===== src/rtl/dcd_pkg.sv =====
// shared constants, types and codes for the double clap detector
`default_nettype none

package dcd_pkg;

  localparam int SAMPLE_BITS   = 16;
  localparam int LEVEL_BITS    = 16;
  localparam int GAP_BITS      = 17;
  localparam int MAX_FRAME     = 4096;
  localparam int FRAME_BITS    = $clog2(MAX_FRAME) + 1;
  localparam int POS_BITS      = $clog2(MAX_FRAME);
  localparam int EVENT_BITS    = 2;
  localparam int CFG_IDX_BITS  = 3;
  localparam int CFG_DATA_BITS = 17;

  typedef enum logic [2:0] {
    PH_IDLE   = 3'b001,
    PH_SETTLE = 3'b010,
    PH_SEEK   = 3'b100
  } phase_t;

  typedef enum logic [EVENT_BITS-1:0] {
    EV_NONE    = 2'd0,
    EV_FIRST   = 2'd1,
    EV_DOUBLE  = 2'd2,
    EV_TIMEOUT = 2'd3
  } event_t;

  typedef enum logic [CFG_IDX_BITS-1:0] {
    REG_CLAP_LEVEL  = 3'd0,
    REG_QUIET_LEVEL = 3'd1,
    REG_FRAME_SIZE  = 3'd2,
    REG_MIN_GAP     = 3'd3,
    REG_MAX_GAP     = 3'd4
  } reg_idx_t;

  localparam logic [LEVEL_BITS-1:0] CLAP_LEVEL_RST  = 16'd8847;
  localparam logic [LEVEL_BITS-1:0] QUIET_LEVEL_RST = 16'd3932;
  localparam logic [FRAME_BITS-1:0] FRAME_SIZE_RST  = 13'd2048;
  localparam logic [GAP_BITS-1:0]   MIN_GAP_RST     = 17'd4410;
  localparam logic [GAP_BITS-1:0]   MAX_GAP_RST     = 17'd35280;

  typedef struct packed {
    logic [LEVEL_BITS-1:0] clap_level;
    logic [LEVEL_BITS-1:0] quiet_level;
    logic [FRAME_BITS-1:0] frame_size;
    logic [GAP_BITS-1:0]   min_gap;
    logic [GAP_BITS-1:0]   max_gap;
  } cfg_t;

  typedef struct packed {
    logic                  last;
    logic [LEVEL_BITS-1:0] peak;
  } frame_t;

  typedef struct packed {
    event_t              ev;
    logic [GAP_BITS-1:0] gap;
  } judge_t;

  typedef struct packed {
    phase_t              phase;
    logic [GAP_BITS-1:0] gap;
  } stat_t;

endpackage

`default_nettype wire


===== src/rtl/dcd_ifs.sv =====
// valid/ready channel interfaces for samples and detector results
`default_nettype none

interface dcd_in_if import dcd_pkg::*; ();
  logic                          valid;
  logic                          ready;
  logic signed [SAMPLE_BITS-1:0] sample;

  modport source (output valid, output sample, input ready);
  modport sink (input valid, input sample, output ready);
endinterface

interface dcd_out_if import dcd_pkg::*; ();
  logic                  valid;
  logic                  ready;
  logic [EVENT_BITS-1:0] event_res;
  logic [LEVEL_BITS-1:0] frame_peak;
  logic [GAP_BITS-1:0]   gap;

  modport source (output valid, output event_res, output frame_peak, output gap,
                  input ready);
  modport sink (input valid, input event_res, input frame_peak, input gap,
                output ready);
endinterface

`default_nettype wire


===== src/rtl/double_clap_detector.sv =====
// double clap detector top level: sample register, frame and phase logic, result register
//
// in_ch carries one signed 16-bit sample per item; out_ch carries one result
// item (event_res, frame_peak, gap) for every finished frame and nothing for
// other samples. both are valid/ready channels, taken when valid and ready are high.
// cfg_we/cfg_index/cfg_wdata write the five level, frame and gap registers;
// write them only while no sample is in flight.
// a sample is registered at its accepting edge and judged when the pipeline
// advances, which loads the result register: the sample that ends the frame
// passes the sample register and then the result register before it is shown.
// one sample per cycle is sustained while results are taken; the sample register
// and the result register form a two-stage pipeline that advances when the result
// register is empty or being taken.
// when the receiver stalls with a result waiting, one more sample is held in
// the sample register and in_ch.ready drops until the result goes.
// synchronous reset clears the pipeline, the phase (to idle), the running peak,
// the frame position and the gap count, and loads the register defaults.
`default_nettype none

module double_clap_detector import dcd_pkg::*; (
  input  wire logic                     clk,
  input  wire logic                     rst_n,
  dcd_in_if.sink                        in_ch,
  dcd_out_if.source                     out_ch,
  input  wire logic                     cfg_we,
  input  wire logic [CFG_IDX_BITS-1:0]  cfg_index,
  input  wire logic [CFG_DATA_BITS-1:0] cfg_wdata
);

  cfg_t                   cfg_r;
  logic                   in_vld_r;
  logic [SAMPLE_BITS-1:0] sample_r;
  logic                   out_vld_r;
  event_t                 ev_r;
  logic [LEVEL_BITS-1:0]  peak_r;
  logic [GAP_BITS-1:0]    gap_r;
  logic                   adv;
  logic                   fire;
  frame_t                 frame;
  judge_t                 res;
  stat_t                  stat;

  always_ff @(posedge clk) begin
    if (!rst_n) begin
      cfg_r.clap_level  <= CLAP_LEVEL_RST;
      cfg_r.quiet_level <= QUIET_LEVEL_RST;
      cfg_r.frame_size  <= FRAME_SIZE_RST;
      cfg_r.min_gap     <= MIN_GAP_RST;
      cfg_r.max_gap     <= MAX_GAP_RST;
    end else if (cfg_we) begin
      case (cfg_index)
        REG_CLAP_LEVEL:  cfg_r.clap_level  <= cfg_wdata[LEVEL_BITS-1:0];
        REG_QUIET_LEVEL: cfg_r.quiet_level <= cfg_wdata[LEVEL_BITS-1:0];
        REG_FRAME_SIZE:  cfg_r.frame_size  <= cfg_wdata[FRAME_BITS-1:0];
        REG_MIN_GAP:     cfg_r.min_gap     <= cfg_wdata[GAP_BITS-1:0];
        REG_MAX_GAP:     cfg_r.max_gap     <= cfg_wdata[GAP_BITS-1:0];
        default: ;
      endcase
    end
  end

  assign adv          = !out_vld_r || out_ch.ready;
  assign fire         = in_vld_r && adv;
  assign in_ch.ready  = !in_vld_r || adv;

  always_ff @(posedge clk) begin
    if (!rst_n) begin
      in_vld_r <= 1'b0;
    end else if (in_ch.ready) begin
      in_vld_r <= in_ch.valid;
    end
  end

  always_ff @(posedge clk) begin
    if (in_ch.valid && in_ch.ready) begin
      sample_r <= in_ch.sample;
    end
  end

  dcd_frame u_frame (
    .clk        (clk),
    .rst_n      (rst_n),
    .step       (fire),
    .sample     (sample_r),
    .frame_size (cfg_r.frame_size),
    .frame      (frame)
  );

  dcd_judge u_judge (
    .clk   (clk),
    .rst_n (rst_n),
    .step  (fire),
    .frame (frame),
    .cfg   (cfg_r),
    .res   (res),
    .stat  (stat)
  );

  always_ff @(posedge clk) begin
    if (!rst_n) begin
      out_vld_r <= 1'b0;
    end else if (adv) begin
      out_vld_r <= fire && frame.last;
    end
  end

  always_ff @(posedge clk) begin
    if (fire && frame.last) begin
      ev_r   <= res.ev;
      peak_r <= frame.peak;
      gap_r  <= res.gap;
    end
  end

  assign out_ch.valid      = out_vld_r;
  assign out_ch.event_res  = ev_r;
  assign out_ch.frame_peak = peak_r;
  assign out_ch.gap        = gap_r;

`ifndef ASSERT_OFF
  // a first clap is judged from idle, where the gap is always zero
  a_first_gap_zero: assert property (@(posedge clk) disable iff (!rst_n)
    (out_ch.valid && (out_ch.event_res == EV_FIRST)) |-> (out_ch.gap == '0))
    else $error("first clap reported with a nonzero gap");

  // the gap counter only runs outside idle
  a_idle_gap_zero: assert property (@(posedge clk) disable iff (!rst_n)
    (stat.phase == PH_IDLE) |-> (stat.gap == '0))
    else $error("gap counter nonzero in idle");

  // a magnitude never exceeds one full scale
  a_peak_range: assert property (@(posedge clk) disable iff (!rst_n)
    out_ch.valid |-> (out_ch.frame_peak <= LEVEL_BITS'(1 << (SAMPLE_BITS - 1))))
    else $error("frame peak out of range");

  // a result only appears after a frame-ending sample was processed
  a_result_source: assert property (@(posedge clk) disable iff (!rst_n)
    $rose(out_vld_r) |-> $past(fire && frame.last))
    else $error("result appeared without a finished frame");
`endif

endmodule

`default_nettype wire


===== src/rtl/dcd_frame.sv =====
// frame tracker: sample magnitude, running peak and frame position
`default_nettype none

module dcd_frame import dcd_pkg::*; (
  input  wire logic                   clk,
  input  wire logic                   rst_n,
  input  wire logic                   step,
  input  wire logic [SAMPLE_BITS-1:0] sample,
  input  wire logic [FRAME_BITS-1:0]  frame_size,
  output frame_t                      frame
);

  logic [LEVEL_BITS-1:0] peak_r, peak_nxt;
  logic [POS_BITS-1:0]   pos_r, pos_nxt;
  logic [LEVEL_BITS-1:0] mag;
  logic [LEVEL_BITS-1:0] peak_upd;
  logic [FRAME_BITS-1:0] eff_frame;
  logic [FRAME_BITS-1:0] pos_inc;

  // most negative sample wraps to the top bit alone, which is its exact magnitude
  assign mag = sample[SAMPLE_BITS-1] ? LEVEL_BITS'(-sample) : LEVEL_BITS'(sample);

  always_comb begin
    if (frame_size == '0) begin
      eff_frame = FRAME_BITS'(1);
    end else if (frame_size > FRAME_BITS'(MAX_FRAME)) begin
      eff_frame = FRAME_BITS'(MAX_FRAME);
    end else begin
      eff_frame = frame_size;
    end
  end

  assign peak_upd = (mag > peak_r) ? mag : peak_r;
  assign pos_inc  = {1'b0, pos_r} + FRAME_BITS'(1);

  always_comb begin
    frame.last = (pos_inc >= eff_frame);
    frame.peak = peak_upd;
    peak_nxt   = peak_r;
    pos_nxt    = pos_r;
    if (step) begin
      if (frame.last) begin
        peak_nxt = '0;
        pos_nxt  = '0;
      end else begin
        peak_nxt = peak_upd;
        pos_nxt  = pos_inc[POS_BITS-1:0];
      end
    end
  end

  always_ff @(posedge clk) begin
    if (!rst_n) begin
      peak_r <= '0;
      pos_r  <= '0;
    end else begin
      peak_r <= peak_nxt;
      pos_r  <= pos_nxt;
    end
  end

endmodule

`default_nettype wire


===== src/rtl/dcd_judge.sv =====
// phase machine and gap counter, judged at each frame end
`default_nettype none

module dcd_judge import dcd_pkg::*; (
  input  wire logic   clk,
  input  wire logic   rst_n,
  input  wire logic   step,
  input  wire frame_t frame,
  input  wire cfg_t   cfg,
  output judge_t      res,
  output stat_t       stat
);

  phase_t              phase_r, phase_nxt;
  logic [GAP_BITS-1:0] gap_r, gap_nxt;
  logic [GAP_BITS-1:0] gap_inc;
  logic                counting;
  logic                loud;

  assign counting = (phase_r == PH_SETTLE) || (phase_r == PH_SEEK);
  // saturating count, raised before the frame is judged
  assign gap_inc  = (counting && (gap_r != '1)) ? gap_r + GAP_BITS'(1) : gap_r;
  assign loud     = (frame.peak > cfg.clap_level);

  always_comb begin
    phase_nxt = phase_r;
    gap_nxt   = gap_r;
    res.ev    = EV_NONE;
    res.gap   = gap_inc;
    if (step) begin
      gap_nxt = gap_inc;
      if (frame.last) begin
        case (phase_r)
          PH_SETTLE: begin
            if ((frame.peak < cfg.quiet_level) || (gap_inc > cfg.min_gap)) begin
              phase_nxt = PH_SEEK;
            end
          end
          PH_SEEK: begin
            // timeout wins over a loud frame
            if (gap_inc > cfg.max_gap) begin
              res.ev    = EV_TIMEOUT;
              phase_nxt = PH_IDLE;
              gap_nxt   = '0;
            end else if (loud) begin
              res.ev    = EV_DOUBLE;
              phase_nxt = PH_IDLE;
              gap_nxt   = '0;
            end
          end
          default: begin
            gap_nxt   = '0;
            res.gap   = '0;
            phase_nxt = PH_IDLE;
            if (loud) begin
              res.ev    = EV_FIRST;
              phase_nxt = PH_SETTLE;
            end
          end
        endcase
      end
    end
  end

  assign stat.phase = phase_r;
  assign stat.gap   = gap_r;

  always_ff @(posedge clk) begin
    if (!rst_n) begin
      phase_r <= PH_IDLE;
      gap_r   <= '0;
    end else begin
      phase_r <= phase_nxt;
      gap_r   <= gap_nxt;
    end
  end

endmodule

`default_nettype wire

===== src/flat_wrapper.sv =====
// flat-port wrapper written by rule: the top's interface ports become plain ports
module double_clap_detector_flat import dcd_pkg::*;
  (clk, rst_n, cfg_we, cfg_index, cfg_wdata, in_ch_valid, in_ch_sample, in_ch_ready, out_ch_valid, out_ch_event_res, out_ch_frame_peak, out_ch_gap, out_ch_ready);
  dcd_in_if in_ch_i ();
  dcd_out_if out_ch_i ();
  input  wire logic clk;
  input  wire logic rst_n;
  input  wire logic cfg_we;
  input  wire logic [CFG_IDX_BITS-1:0] cfg_index;
  input  wire logic [CFG_DATA_BITS-1:0] cfg_wdata;
  input wire logic [$bits(in_ch_i.valid)-1:0] in_ch_valid;
  input wire logic [$bits(in_ch_i.sample)-1:0] in_ch_sample;
  output wire logic [$bits(in_ch_i.ready)-1:0] in_ch_ready;
  output wire logic [$bits(out_ch_i.valid)-1:0] out_ch_valid;
  output wire logic [$bits(out_ch_i.event_res)-1:0] out_ch_event_res;
  output wire logic [$bits(out_ch_i.frame_peak)-1:0] out_ch_frame_peak;
  output wire logic [$bits(out_ch_i.gap)-1:0] out_ch_gap;
  input wire logic [$bits(out_ch_i.ready)-1:0] out_ch_ready;
  assign in_ch_i.valid = in_ch_valid;
  assign in_ch_i.sample = in_ch_sample;
  assign in_ch_ready = in_ch_i.ready;
  assign out_ch_valid = out_ch_i.valid;
  assign out_ch_event_res = out_ch_i.event_res;
  assign out_ch_frame_peak = out_ch_i.frame_peak;
  assign out_ch_gap = out_ch_i.gap;
  assign out_ch_i.ready = out_ch_ready;
  double_clap_detector u_core (.clk(clk), .rst_n(rst_n), .in_ch(in_ch_i), .out_ch(out_ch_i), .cfg_we(cfg_we), .cfg_index(cfg_index), .cfg_wdata(cfg_wdata));
endmodule

===== config.mk =====
export PLATFORM = sky130hd
export DESIGN_NAME = double_clap_detector_flat
export DESIGN_NICKNAME = d
export VERILOG_FILES = /design/src/rtl/dcd_pkg.sv /design/src/rtl/dcd_ifs.sv /design/src/rtl/double_clap_detector.sv /design/src/rtl/dcd_frame.sv /design/src/rtl/dcd_judge.sv /design/src/flat_wrapper.sv
export SDC_FILE = /design/constraint.sdc
export NUM_CORES = 1
export LEC_CHECK = 0
export BUFFER_PORTS_ARGS = -buffer_cell sky130_fd_sc_hd__buf_2
export CAP_MARGIN = 40
export CORE_MARGIN = 4
export CORE_UTILIZATION = 45
export DETAILED_ROUTE_END_ITERATION = 6
export GPL_ROUTABILITY_DRIVEN = 0
export HOLD_SLACK_MARGIN = 0.02
export MAX_ROUTING_LAYER = met4
export PLACE_DENSITY = 0.72
export SKIP_CTS_REPAIR_TIMING = 1
export SLEW_MARGIN = 5
export SYNTH_ARGS = -nofsm -noshare
export SYNTH_HDL_FRONTEND = slang
export SYNTH_HIERARCHICAL = 1
export SYNTH_SLANG_ARGS = --single-unit

===== constraint.sdc =====
create_clock -name clk -period 7.7 [get_ports clk]
set_clock_uncertainty 0.05 [all_clocks]
set_input_delay 1.155 -clock clk [delete_from_list [all_inputs] [get_ports clk]]
set_output_delay 1.155 -clock clk [all_outputs]
set_load 0.03 [all_outputs]

==> out/results.txt, run 1 <==
CP max FO: 16
clk root buf: clkbuf_16
first-pass GRT wire length: 38900 um
Syn Area/Cell: 9.46 um^2
final setup vio count: 0
crit end category: flip-flop
CP max stage cell: nand2b_1
Leak: 4.91 nW
max incr delay on CP: 670 ps
top_reg_cell synth: dfxtp_1
Ant. Diodes: 0
vias in the first global route: 7656
Synth cell types: 73
switching pwr: 555 uW
routed len/inst: 16.3 um
clock buffer depth: 2
worst slack at placement: 943 ps
insertion delay to the later sink of the worst-skew pair: 430 ps
sequential share of power: 47.7%
Tcrit/Tclk final: 89.6%
Yosys Warn Count: 6
via/cell ratio: 5.40
initial antenna violation count: 0
minimum clock period: 6900 ps
Synth async-reset ratio: 0%
CTS clk-pin slew, worst paths: 70 ps
TritonCTS clock tree: built
sequential element share of the synthesized area: 39.7%
crit path cell chain: or4_4 > or4_4 > nor4_1 > ha_1 > nand4_1 > nor2_1 > a221oi_1 > o211a_1 > nand2b_1 > mux2_2 > ha_1 > a21oi_1 > nand2_1 > a221o_1 > o31a_1 > or3_4 > a41oi_2 > and2_1
Die Wd: 160 um
Clk pwr share: 38.8%
path type of the worst setup path: flip-flop to flip-flop
post-route setup slack: 803 ps
max_slew headroom: 41.8%
Die Footprint: 25500 um^2
die height: 160 um
Final Cell Area: 11500 um^2
Vias: 7829
DP Area: 10900 um^2
pwr dens: 185 nW/um^2
DRC marker count from the first detailed-route iteration: 462
Min-Delay Path Class: flip-flop to flip-flop
internal power: 1.58 mW
First-pass DRT Iterations: 5
slew at the pin with the worst max-slew slack: 873 ps
Rows: 55
number of I/O pins: 78
endpoints failing hold: 0
gr ovfl total: 0
Yosys reg bits: 180
f_max: 0.145 GHz
Area growth, synth to finish: 11.0%
logic gate share of total power: 13.6%
largest net degree at the start of global routing: 98
setup_tns: 0 ps
initial core utilization: 45.8%
Syn Inst Count: 1096
hpwl dp: 17400 um
# nets final: 1292
status: completed
residual DRC count: 0
PortBufs: 77
crit start category: flip-flop
cell area after synthesis: 10400 um^2
Worst IR Drop VDD: 146 uV
htree depth: 4
Max Slew Vio Count: 0
core box area: 22600 um^2
total track usage: 19.1%
Critical Path AT: 7220 ps
Clock Sinks: 180
share of layout cells above drive strength 1: 12.6%
Sw Ratio: 26.0%
Max Cap Violations: 0
Critical Path RT: 8020 ps
most common cell after layout, fill and taps aside: nand2_1
fill count: 1999
number of synthesized flops with an enable pin: 51
RSZ-0062 raised after global routing: false
DRT antenna net count: 0
Post-Syn Nets: 1235
commonest non-fill, non-tap cells in the layout: nand2_1, dfxtp_1, ha_1
post-layout util: 50.8%
final wirelength: 23600 um
CTS Buf Count: 17
[logic make-up (layout without fill, tap and decap cells)]
kind of cell	count (synthesis)	after routing	share of synthesized area, %
simple gates	376	376	18.5
buf+inv	139	209	5.76
flops	180	180	39.7
compound gates	153	153	10.2
xor+xnor	52	52	4.39
fa+ha+maj	98	98	11.8
mux	98	98	9.66
[worst paths after layout]
check / slack, ps / endpoint / cells past startpoint / startpoint
max reg2reg: 800 / u_core/u_judge/gap_r[8] / 18 / u_core/sample_r[4]
min reg2reg: 410 / u_core/cfg_r[61] / 2 / u_core/cfg_r[61]
max: 800 / u_core/u_judge/gap_r[8] / 18 / u_core/sample_r[4]
min: 410 / u_core/cfg_r[61] / 2 / u_core/cfg_r[61]
[state kept, by name, indices dropped and copies added, names as in the netlist]
register,count
u_core/u_judge/gap_r,17
u_core/out_ch.gap,17
u_core/in_vld_r,1
u_core/out_ch.event_res,2
u_core/u_frame/peak_r,16
u_core/out_ch.frame_peak,16
u_core/cfg_r,79
u_core/out_ch.valid,1
u_core/sample_r,16
u_core/u_judge/phase_r,3
u_core/u_frame/pos_r,12
[cell usage after synthesis, types with 6 or more instances]
library cell,n,share of area [%]
and3_1,15,0.91
o22ai_1,18,1.1
nand4_1,21,1.3
nand3_1,26,1.3
a21boi_0,8,0.58
dfxtp_1,129,25
clkbuf_1,27,0.98
a32o_1,6,0.58
o21a_1,16,1.2
nand2b_1,9,0.54
o21ai_0,26,1.3
buf_2,11,0.53
edfxtp_1,51,15
xor2_1,12,1.0
mux2i_1,82,7.9
mux2_2,16,1.7
ha_1,98,12
nor2_1,30,1.1
a21o_1,6,0.43
and2_1,21,1.3
xnor2_1,40,3.4
inv_1,89,3.2
nor2b_1,46,2.8
nand2_1,166,6.0
a21oi_1,34,1.6
[power by group through the flow]
stage	logic [mW]	clock network (mW)	registers (mW)
after floorplan	0.211	0	1.03
after global placement	0.274	0	1.04
after detailed placement	0.284	0	1.04
after CTS	0.288	0.838	1.02
after global routing	0.324	0.884	1.02
final	0.289	0.826	1.02
[layer usage]
metal	wire length, um	global-route usage, %	vias to the layer above
li1	-	-	3930
met1	11300	25.3	3721
met2	11000	30.1	158
met3	1050	3.85	20
met4	320	4.77	0
met5	0	-	-
[area by class of cell]
cell class	count	area [um^2]	share of cell area, %
timing repair buffer	86	473	4.11
sequential	180	4110	35.8
inverter	91	342	2.97
multi-input combinational	777	5670	49.3
tap	285	357	3.10
clock buffer	24	504	4.38
clock inverter	8	48.8	0.424
[worst max-delay path: cells and delay by family, from the launching register on]
kind,cells,cell delay [ps]
adders and majority gates,2,700
and+or+nand+nor,9,3250
AOI/OAI and AO/OA,6,1940
muxes,1,450
DFF,1,440
[per-stage QoR]
| stage | hold slack, ps | power [mW] | instances |
|---|---|---|---|
| finish | 411 | 2.13 | 1451 |
| floorplan | 380 | 1.25 | 1096 |
| global route | 425 | 2.23 | 1451 |
| global placement | 394 | 1.31 | 1415 |
| detailed placement | 399 | 1.32 | 1418 |
| CTS | 414 | 2.14 | 1450 |
No activity file was read; power rests on OpenSTA's default activity.
==> inputs of run 2 (changes only) <==
--- a/config.mk
+++ b/config.mk
@@ -9,6 +9,7 @@
 export CAP_MARGIN = 40
 export CORE_MARGIN = 4
 export CORE_UTILIZATION = 45
+export CTS_BUF_LIST = sky130_fd_sc_hd__clkbuf_16
 export DETAILED_ROUTE_END_ITERATION = 6
 export GPL_ROUTABILITY_DRIVEN = 0
 export HOLD_SLACK_MARGIN = 0.02
==> out/results.txt, run 2 (synthesis gave the netlist of run 1 again) <==
DRC marker count from the first detailed-route iteration: 482
DRT antenna net count: 0
WHS: 411 ps
First-pass DRT Iterations: 5
reg2reg setup slack: 800 ps
Vias: 7874
hpwl dp: 17400 um
htree depth: 4
Largest register FFs: 79
vias in the first global route: 7654
crit start category: flip-flop
Most Crowded Layer GR: met2
setup_tns: 0 ps
TritonCTS clock tree: built
core box area: 22600 um^2
clock buffer depth: 2
RSZ-0062 raised after global routing: false
share of layout cells above drive strength 1: 12.5%
initial core utilization: 45.8%
min-delay src: u_core/cfg_r[26]
hold depth: 2
RR Endpoint: u_core/u_judge/gap_r[15]
number of I/O pins: 78
CP max FO: 16
Area growth, synth to finish: 10.9%
final setup vio count: 0
routed len/inst: 16.3 um
met3 GRT Util: 3.69%
die height: 160 um
f_max: 0.145 GHz
Ant. Diodes: 0
insertion delay to the later sink of the worst-skew pair: 430 ps
Max Cap Violations: 0
CTS Buf Count: 17
commonest non-fill, non-tap cells in the layout: nand2_1, dfxtp_1, ha_1
worst reg2reg path startpoint: u_core/sample_r[4]
total track usage: 19.0%
Die Footprint: 25500 um^2
status: completed
slew at the pin with the worst max-slew slack: 870 ps
most common cell after layout, fill and taps aside: nand2_1
final wirelength: 23700 um
Critical Path RT: 8020 ps
Clock Sinks: 180
minimum clock period: 6900 ps
gr ovfl total: 0
clk root buf: clkbuf_16
Die Wd: 160 um
Tcrit/Tclk final: 89.6%
Worst IR Drop VDD: 144 uV
register bank with the most flops: u_core/cfg_r
PortBufs: 77
endpoints failing hold: 0
initial antenna violation count: 0
Rows: 55
pwr dens: 184 nW/um^2
Leak: 4.93 nW
path type of the worst setup path: flip-flop to flip-flop
Min-Delay Path Class: flip-flop to flip-flop
Critical Path AT: 7220 ps
via/cell ratio: 5.43
crit end category: flip-flop
post-layout util: 50.8%
max_slew headroom: 42.0%
Endpoint, Worst Hold: u_core/cfg_r[26]
largest net degree at the start of global routing: 98
grt met2 use: 30.0%
met1 Use GR: 25.3%
CTS clk-pin slew, worst paths: 60 ps
worst reg2reg path depth: 18
first-pass GRT wire length: 38800 um
residual DRC count: 0
Max Slew Vio Count: 0
# nets final: 1292
## run 2: cell types whose count changed in the layout (fill, tap and decap cells not counted), sizes merged
cell / delta
clkinv: +1
clkbuf: -5
inv: +4
## run 2: worst max path at each step
stage,startpoint,to,slack [ps]
after floorplan,u_core/sample_r[4],u_core/u_judge/gap_r[10],1940
after global placement,u_core/sample_r[4],u_core/u_judge/gap_r[13],1170
after global routing,u_core/sample_r[4],u_core/u_judge/gap_r[12],430
after detailed placement,u_core/sample_r[4],u_core/u_judge/gap_r[4],940
after CTS,u_core/sample_r[4],u_core/u_judge/gap_r[15],850
final,u_core/sample_r[4],u_core/u_judge/gap_r[15],800
## run 2: routing by layer
| layer | vias up | share of wire [%] | wire (um) |
|---|---|---|---|
| met5 | - | 0 | 0 |
| met4 | 0 | 1.5 | 366 |
| met3 | 22 | 4.2 | 983 |
| met2 | 158 | 46 | 11000 |
| met1 | 3759 | 48 | 11300 |
| li1 | 3935 | - | - |
## run 2: worst max-delay path, stage by stage, from the launching register on
cell      delay, ps
edfxtp_1        440
or4_4           560
or4_4           530
nor4_1          570
ha_1            360
nand4_1         130
nor2_1           80
a221oi_1        250
o211a_1         210
nand2b_1        660
mux2_2          450
ha_1            340
a21oi_1         170
nand2_1          70
a221o_1         340
o31a_1          430
or3_4           420
a41oi_2         540
and2_1          210
## run 2: power by group
| part | total [mW] | internal (mW) | switching [mW] | leakage [nW] |
|---|---|---|---|---|
| Combinational | 0.289 | 0.118 | 0.171 | 3.14 |
| Clock | 0.810 | 0.444 | 0.366 | 0.289 |
| Sequential | 1.02 | 0.998 | 0.0176 | 1.50 |
| Total | 2.12 | 1.56 | 0.554 | 4.93 |
## run 2: final cells by class
type	count	area, um^2
Fill cell	1997	11100
Multi-Input combinational cell	777	5670
Sequential cell	180	4110
Clock buffer	19	475
Timing Repair Buffer	86	473
Tap cell	285	357
Inverter	91	342
Clock inverter	13	67.6
## run 2: per-stage QoR
stage,area [um^2],cells,worst slack [ps],power (mW)
final,11500,1451,798,2.12
after CTS,11500,1450,846,2.13
after global routing,11500,1451,433,2.21
after global placement,10900,1415,1170,1.31
after floorplan,10400,1096,1940,1.25
after detailed placement,10900,1418,943,1.32
